**config.mk**
```make
export PLATFORM = sky130hd
export DESIGN_NAME = sorted_list_merger
export DESIGN_NICKNAME = d
export VERILOG_FILES = /design/src/design/slm_pkg.sv /design/src/design/slm_ram.sv /design/src/design/sorted_list_merger.sv
export VERILOG_INCLUDE_DIRS = /design/src /design/src/design
export SDC_FILE = /design/constraint.sdc
export NUM_CORES = 2
export LEC_CHECK = 0
export ABC_AREA = 1
export ABC_CLOCK_PERIOD_IN_PS = 10550
export BUFFER_PORTS_ARGS = -buffer_cell sky130_fd_sc_hd__buf_2
export CAP_MARGIN = 20
export CORE_MARGIN = 4
export CORE_UTILIZATION = 60
export CTS_CLUSTER_DIAMETER = 100
export DETAILED_ROUTE_END_ITERATION = 8
export GPL_TIMING_DRIVEN = 0
export PLACE_DENSITY_LB_ADDON = 0.15
export REMOVE_ABC_BUFFERS = 1
export SLEW_MARGIN = 40
export SYNTH_ARGS = -nofsm -noshare
export SYNTH_HDL_FRONTEND = slang
export SYNTH_SLANG_ARGS = --single-unit
export TNS_END_PERCENT = 50
```
**constraint.sdc**
```tcl
create_clock -name clk -period 10.55 [get_ports clk]
set_input_delay 1.5825 -clock clk [delete_from_list [all_inputs] [get_ports clk]]
set_output_delay 1.5825 -clock clk [all_outputs]
set_load 0.02 [all_outputs]
```
**src/design/sorted_list_merger_defines.svh**
```systemverilog
// ---------------------------------------------------------------------------
// sorted_list_merger_defines: assertion macros
// Concurrent check macros for the sorted_list_merger design file.
// ---------------------------------------------------------------------------
`ifndef SORTED_LIST_MERGER_DEFINES_SVH
`define SORTED_LIST_MERGER_DEFINES_SVH

// same-cycle implication, reset masks the check
`define SLM_ASSERT_IMPL(label, ante, cons) \
	label: assert property (@(posedge clk) disable iff (!arst_n) (ante) |-> (cons)) \
		else $error("sorted_list_merger check failed");

// next-cycle implication, reset masks the check
`define SLM_ASSERT_NEXT(label, ante, cons) \
	label: assert property (@(posedge clk) disable iff (!arst_n) (ante) |=> (cons)) \
		else $error("sorted_list_merger check failed");

`endif

```
**src/design/slm_pkg.sv**
```systemverilog
// ---------------------------------------------------------------------------
// slm_pkg
// Types and constants shared by the sorted list merger.
// ---------------------------------------------------------------------------
package slm_pkg;

	localparam int LIST_DEPTH = 32;
	localparam int IDX_W      = (LIST_DEPTH > 1) ? $clog2(LIST_DEPTH) : 1;
	localparam int CNT_W      = $clog2(LIST_DEPTH + 1);
	localparam int VAL_W      = 32;
	localparam int OP_W       = 2;

	localparam logic [OP_W-1:0] OP_LOAD_FIRST  = 2'd0;
	localparam logic [OP_W-1:0] OP_LOAD_SECOND = 2'd1;
	localparam logic [OP_W-1:0] OP_RUN         = 2'd2;

	localparam logic [CNT_W-1:0] CNT_FULL = CNT_W'(LIST_DEPTH);

	typedef enum logic [1:0] {
		ST_IDLE,
		ST_READ,
		ST_CMP
	} state_t;

endpackage

```
**src/design/slm_ram.sv**
```systemverilog
// ---------------------------------------------------------------------------
// slm_ram
// Generic single-port-write, single-port-read RAM with registered read data.
// ---------------------------------------------------------------------------
module slm_ram #(
	parameter int WIDTH = 32,
	parameter int DEPTH = 32
) (
	input  logic                                           clk,
	input  logic                                           we,
	input  logic [((DEPTH > 1) ? $clog2(DEPTH) : 1)-1:0] waddr,
	input  logic [WIDTH-1:0]                               wdata,
	input  logic                                           re,
	input  logic [((DEPTH > 1) ? $clog2(DEPTH) : 1)-1:0] raddr,
	output logic [WIDTH-1:0]                               rdata
);

	logic [WIDTH-1:0] mem [DEPTH];

	always_ff @(posedge clk) begin
		if (we) begin
			mem[waddr] <= wdata;
		end
		// read data holds while re is low
		if (re) begin
			rdata <= mem[raddr];
		end
	end

endmodule

```
**src/design/sorted_list_merger.sv**
```systemverilog
// ---------------------------------------------------------------------------
// sorted_list_merger
// Two-way merge of two loaded ascending lists of signed 32-bit values.
// ---------------------------------------------------------------------------
// Items with opcode 0 or 1 in tuser append tdata to the first or second list
// (one item per cycle, dropped when that list already holds LIST_DEPTH
// entries). An item with opcode 2 starts a run: the two lists are merged in
// ascending signed order, ties going to the first list, and each element
// leaves as one output item with its source list in tuser and tlast on the
// final one; the run empties both lists, and a run on two empty lists gives
// nothing. Each list lives in its own RAM with registered read, and every
// merge step reads both heads and then compares them, giving one output item
// per step and waiting while the output side stalls. No input item is taken
// while a run is going. Opcode 3 is accepted and ignored.
module sorted_list_merger (
	input  logic                     clk,
	input  logic                     arst_n,
	input  logic                     s_tvalid,
	output logic                     s_tready,
	input  logic [slm_pkg::VAL_W-1:0] s_tdata,  // [31:0] value
	input  logic [slm_pkg::OP_W-1:0]  s_tuser,  // [1:0] opcode
	output logic                     m_tvalid,
	input  logic                     m_tready,
	output logic [slm_pkg::VAL_W-1:0] m_tdata,  // [31:0] merged_value
	output logic                     m_tuser,  // [0] source_list
	output logic                     m_tlast
);

	import slm_pkg::*;

	`include "sorted_list_merger_defines.svh"

	state_t state_q, state_d;

	logic [CNT_W-1:0] first_count_q, second_count_q;
	logic [CNT_W-1:0] n_q, m_q;
	logic [CNT_W-1:0] i_q, j_q;

	logic             in_acc;
	logic             run_go;
	logic             rd_en;
	logic             out_load;
	logic             take_first;
	logic             is_last;
	logic             out_free;

	logic [VAL_W-1:0] first_rdata, second_rdata;
	logic             we_first, we_second;

	assign in_acc    = s_tvalid && s_tready;
	assign we_first  = in_acc && (s_tuser == OP_LOAD_FIRST) && (first_count_q < CNT_FULL);
	assign we_second = in_acc && (s_tuser == OP_LOAD_SECOND) && (second_count_q < CNT_FULL);
	assign out_free  = !m_tvalid || m_tready;

	// head choice: first list wins on a tie or when the second is used up
	assign take_first = (i_q < n_q) &&
		((j_q >= m_q) || ($signed(first_rdata) <= $signed(second_rdata)));
	assign is_last = ({1'b0, i_q} + {1'b0, j_q} + (CNT_W+1)'(1)) ==
		({1'b0, n_q} + {1'b0, m_q});

	always_comb begin
		state_d  = state_q;
		s_tready = 1'b0;
		rd_en    = 1'b0;
		out_load = 1'b0;
		run_go   = 1'b0;
		case (state_q)
			ST_IDLE: begin
				s_tready = 1'b1;
				// ready is high here, so valid alone marks the accepted item
				if (s_tvalid && (s_tuser == OP_RUN) &&
					((first_count_q != '0) || (second_count_q != '0))) begin
					run_go  = 1'b1;
					state_d = ST_READ;
				end
			end
			ST_READ: begin
				rd_en   = 1'b1;
				state_d = ST_CMP;
			end
			ST_CMP: begin
				if (out_free) begin
					out_load = 1'b1;
					state_d  = is_last ? ST_IDLE : ST_READ;
				end
			end
			default: begin
				state_d = ST_IDLE;
			end
		endcase
	end

	always_ff @(posedge clk or negedge arst_n) begin
		if (!arst_n) begin
			state_q <= ST_IDLE;
		end else begin
			state_q <= state_d;
		end
	end

	always_ff @(posedge clk or negedge arst_n) begin
		if (!arst_n) begin
			first_count_q  <= '0;
			second_count_q <= '0;
			n_q            <= '0;
			m_q            <= '0;
			i_q            <= '0;
			j_q            <= '0;
			m_tvalid       <= 1'b0;
		end else begin
			if (we_first) begin
				first_count_q <= first_count_q + CNT_W'(1);
			end
			if (we_second) begin
				second_count_q <= second_count_q + CNT_W'(1);
			end
			if (run_go) begin
				n_q            <= first_count_q;
				m_q            <= second_count_q;
				i_q            <= '0;
				j_q            <= '0;
				first_count_q  <= '0;
				second_count_q <= '0;
			end
			if (out_load) begin
				if (take_first) begin
					i_q <= i_q + CNT_W'(1);
				end else begin
					j_q <= j_q + CNT_W'(1);
				end
			end
			if (out_load) begin
				m_tvalid <= 1'b1;
			end else if (m_tready) begin
				m_tvalid <= 1'b0;
			end
		end
	end

	always_ff @(posedge clk) begin
		if (out_load) begin
			m_tdata <= take_first ? first_rdata : second_rdata;
			m_tuser <= !take_first;
			m_tlast <= is_last;
		end
	end

	// write port takes the load address, read port the run heads
	slm_ram #(
		.WIDTH (VAL_W),
		.DEPTH (LIST_DEPTH)
	) u_first_ram (
		.clk   (clk),
		.we    (we_first),
		.waddr (first_count_q[IDX_W-1:0]),
		.wdata (s_tdata),
		.re    (rd_en),
		.raddr (i_q[IDX_W-1:0]),
		.rdata (first_rdata)
	);

	slm_ram #(
		.WIDTH (VAL_W),
		.DEPTH (LIST_DEPTH)
	) u_second_ram (
		.clk   (clk),
		.we    (we_second),
		.waddr (second_count_q[IDX_W-1:0]),
		.wdata (s_tdata),
		.re    (rd_en),
		.raddr (j_q[IDX_W-1:0]),
		.rdata (second_rdata)
	);

	`SLM_ASSERT_IMPL(a_count_bound, 1'b1, (first_count_q <= CNT_FULL) && (second_count_q <= CNT_FULL))
	`SLM_ASSERT_IMPL(a_work_left, (state_q == ST_READ) || (state_q == ST_CMP), (i_q < n_q) || (j_q < m_q))
	`SLM_ASSERT_NEXT(a_last_ends_run, out_load && is_last, (state_q == ST_IDLE) && m_tlast)
	`SLM_ASSERT_NEXT(a_run_clears, run_go, (first_count_q == '0) && (second_count_q == '0) && (state_q == ST_READ))

endmodule

```
==> key figures <==
Global route
  – Overflow after GRT: 0
  – Number of global-route vias before repair: roughly 53k
  – Overall routing resource usage: between 30% and 40%
  – Number of antenna violations at the first check in global routing: 8
  – Global-route wire length before repair: ~350 mm
  – Largest net degree at the start of global routing: approximately 110

CTS
  – Worst-Skew Late Latency: 0.86 ns
  – CTS Buffer Depth: 3
  – Clock slew at reported path FFs: ~0.07 ns
  – Post-cts resize count: 0
  – CTS root buf: clkbuf_16
  – Setup bufs post-CTS: 0
  – Number of buffers created by CTS: roughly 210
  – H-tree Lvls: 4
  – Total clock sinks: around 2.2k
  – CTS tree: built
  – Post-cts hold buffer count: 0

Final layout
  – Nets: around 6.5k
  – FF+latch area: between 60,000 and 70,000 um2
  – Area grow syn2layout: 15.5%
  – Final instance area: approximately 100,000 um2
  – Multi-input logic area: roughly 19,000 um2
  – Fill cells: roughly 9.1k
  – Share of layout cells above drive strength 1: 11.2%

Setup path
  – Worst Path Class, Setup: reg2reg
  – CP bufs+invs: 10
  – Critical Path Sink Type: flip-flop
  – FF-to-FF setup slack: roughly 5.1 ns
  – Worst R2R Start: i_q[0]$_DFF_PN0_
  – CP Cell Sequence: buf_12 -> buf_12 -> buf_12 -> buf_12 -> buf_12 -> inv_8 -> buf_16 -> buf_16 -> ha_1 -> inv_1 -> fa_1 -> xor2_1 -> nor2_1 -> nand2_1 -> nor3_1 -> nand4_1 -> o21ai_0 -> inv_1
  – Worst Reg-to-Reg Cells: 18
  – Crit-path max FO: 92
  – Setup crit start kind: flip-flop
  – Reg-to-Reg End: state_q[0]$_DFFE_PN0P_
  – Crit-path most repeated cell: buf_12
  – Critical Path RT: roughly 11 ns
  – CP max stage delay: 0.75 ns
  – Crit path DAT: approximately 6.1 ns
  – Delay-heaviest family, CP: buffers and inverters
  – Crit path max-delay cell type: dfrtp_4

Synth
  – Yosys cell types: 43
  – Synth Area in Simple Gates: 7.72%
  – Cells after Synth: approximately 6.3k
  – Synth Area in Adders: less than 1%
  – Ys flop type: edfxtp_1
  – Sequential fraction of the synthesis area: about 76%
  – Largest family of logic cells by synthesized area: compound AO/OA/AOI/OAI gates
  – Mapped cell area: 86,300 um2
  – Avg Inst Size Synth: 13.6 um2
  – FFs w/ async S/R, synth: between 1.5 and 2%
  – Number of flops mapped to enable cells by yosys: about 2.1k
  – Synth Area in Compound Gates: 12.4%
  – Mux contribution to synthesized area: 0%
  – #FFs+latches synth: about 2.2k
  – YS warnings: 0
  – Xor/xnor share of the synthesized area: less than 1%

Power
  – Power Density: 247 nW/um2
  – Leakage power: roughly 0.033 uW
  – Power Total: 24,600 uW
  – Peak VDD IR: around 0.4 mV

Placement
  – HPWL after DPL: about 150 mm
  – Placed Area: 93,100 um2
  – Routability cong.: between 0.8 and 0.9
  – Port bufs: 73

Routing
  – Wirelength, routed: approximately 240 mm
  – Drt pass-1 iters: 9
  – 1st-iter DRT viols: between 8k and 9k
  – WL/cell: around 28 um
  – Via count: about 56k
  – DR vias/cell: 6.60
  – DR DRC count: 0
  – Post-DRT Antenna Nets: 0

Worst hold path
  – Hold path startpoint: m_q[4]$_DFFE_PN0P_
  – Min-Delay Path Class: reg2reg
  – Hold Path Cell Cnt: 2
  – Hold Path Sink: m_q[4]$_DFFE_PN0P_

Die
  – Core Area: ~140,000 um2
  – # IOs: 74
  – Chip width: between 300 and 400 um
  – Die ar.: approximately 150,000 um2
  – Die Y-Extent: 387 um
  – Initial core utilization: between 60% and 70%
  – Row count: 138

STA
  – Slew @ Worst Pin: 0.883 ns
  – Unrepaired setup endpoints after global routing: no
  – Fin crit period: 5.40 ns
  – Final Setup Violations: 0
  – Max-slew headroom: around two fifths
  – Final hold vios: 0
  – Total negative slack: 0 ns
  – Fin Clk Skew: 0.0352 ns
  – Max Slew Vio Count: 0
  – Fmax: ~0.19 GHz
  – Tcrit/Tclk final: roughly half

Outcome
  – Status: finished clean

Job
  – Max cap viols: 0
-- kinds of logic (layout without fill, tap and decap cells) --
| logic type | after synthesis | count (layout) |
|---|---|---|
| AOI/OAI and AO/OA | 1803 | 1803 |
| DFF | 2185 | 2185 |
| buffers and inverters | 580 | 849 |
| adders and majority gates | 67 | 67 |
| xor gates and xnor gates | 24 | 24 |
| other | 0 | 5 |
| and+or+nand+nor | 1674 | 1674 |
-- report_power, final --
part           total (uW)  switching (uW)  leakage [uW]  internal (uW)
logic                6980            4930       0.00952           2050
clock network        7320            3140       0.00326           4180
registers           10300             298        0.0198           9990
total               24600            8370        0.0326          16200
-- how the worst max path moves through the flow --
stage,start,endpoint,slack (ns),cells past startpoint
floorplan,j_q[0]$_DFF_PN0_,j_q[0]$_DFF_PN0_,-8.84,18
global placement,j_q[0]$_DFF_PN0_,m_tdata[0]$_DFFE_PP_,-29.64,16
detailed placement,i_q[0]$_DFF_PN0_,state_q[0]$_DFFE_PN0P_,5.37,18
CTS,i_q[0]$_DFF_PN0_,state_q[0]$_DFFE_PN0P_,5.35,18
global route,i_q[0]$_DFF_PN0_,state_q[0]$_DFFE_PN0P_,4.89,18
finish,i_q[0]$_DFF_PN0_,state_q[0]$_DFFE_PN0P_,5.15,18
-- layout make-up --
type / count / share of cell area (%)
sequential: 2185 / 65.6
multi-input combinational: 3568 / 19.0
antenna: 5 / 0.0125
clock inverter: 116 / 1.16
inverter: 135 / 0.578
tap: 1890 / 2.37
timing repair buffer: 332 / 5.76
clock buffer: 266 / 5.50
-- worst min-delay path, cell delays in order, from the launching register on --
cell and delay (ns):
dfrtp_1 0.40, nand2_1 0.07, o21ai_0 0.07
-- routing by layer --
| layer | wire length [um] | global-route usage [%] |
|---|---|---|
| met4 | 10300 | 13.2 |
| met3 | 27700 | 7.24 |
| met1 | 92100 | 45.0 |
| met5 | 28 | 0 |
| met2 | 111000 | 48.1 |
-- stage by stage --
stage | hold WS, ns | util [%] | cells | setup slack [ns]
after floorplan | 0.478 | - | 5888 | -8.84
after detailed placement | 0.529 | 65.4 | 8110 | 5.37
after CTS | 0.576 | 70.1 | 8492 | 5.35
after global routing | 0.612 | 70.1 | 8492 | 4.89
after global placement | 0.501 | 61.2 | 7851 | -29.64
final | 0.581 | 70.1 | 8497 | 5.15
-- state kept, by name, indices dropped and copies added (netlist names) --
name	count
u_second_ram.mem	1024
u_first_ram.mem	1024
i_q	6
m_q	6
state_q	2
u_second_ram.rdata	32
m_tvalid	1
m_tdata	32
u_first_ram.rdata	32
second_count_q	6
first_count_q	6
m_tuser	1
m_tlast	1
n_q	6
j_q	6
-- cell usage in the layout, fill, tap and decap left out, types with 53 or more instances in the layout --
| master | netlist | final |
|---|---|---|
| clkbuf_16 | 0 | 209 |
| buf_8 | 0 | 70 |
| nand2_1 | 240 | 240 |
| edfxtp_1 | 2146 | 2146 |
| nor2_4 | 0 | 62 |
| ha_1 | 65 | 65 |
| nor2_1 | 1213 | 1152 |
| buf_16 | 0 | 117 |
| o221ai_1 | 287 | 287 |
| o21ai_0 | 1074 | 1074 |
| o22ai_1 | 225 | 225 |
| inv_1 | 128 | 121 |
| buf_2 | 117 | 55 |
| nand3_1 | 159 | 159 |
| clkbuf_1 | 296 | 53 |
-- cell usage after synthesis (50+ instances only) --
library cell | instances | area, um2
edfxtp_1 | 2146 | 64400
o22ai_1 | 225 | 1410
nor2_1 | 1213 | 4550
buf_2 | 117 | 586
clkbuf_1 | 296 | 1110
inv_1 | 128 | 480
nand2_1 | 240 | 901
ha_1 | 65 | 813
o21ai_0 | 1074 | 5380
nand3_1 | 159 | 796
o221ai_1 | 287 | 2510
o21ai_1 | 50 | 250
No activity file was read; power rests on OpenSTA's default activity.
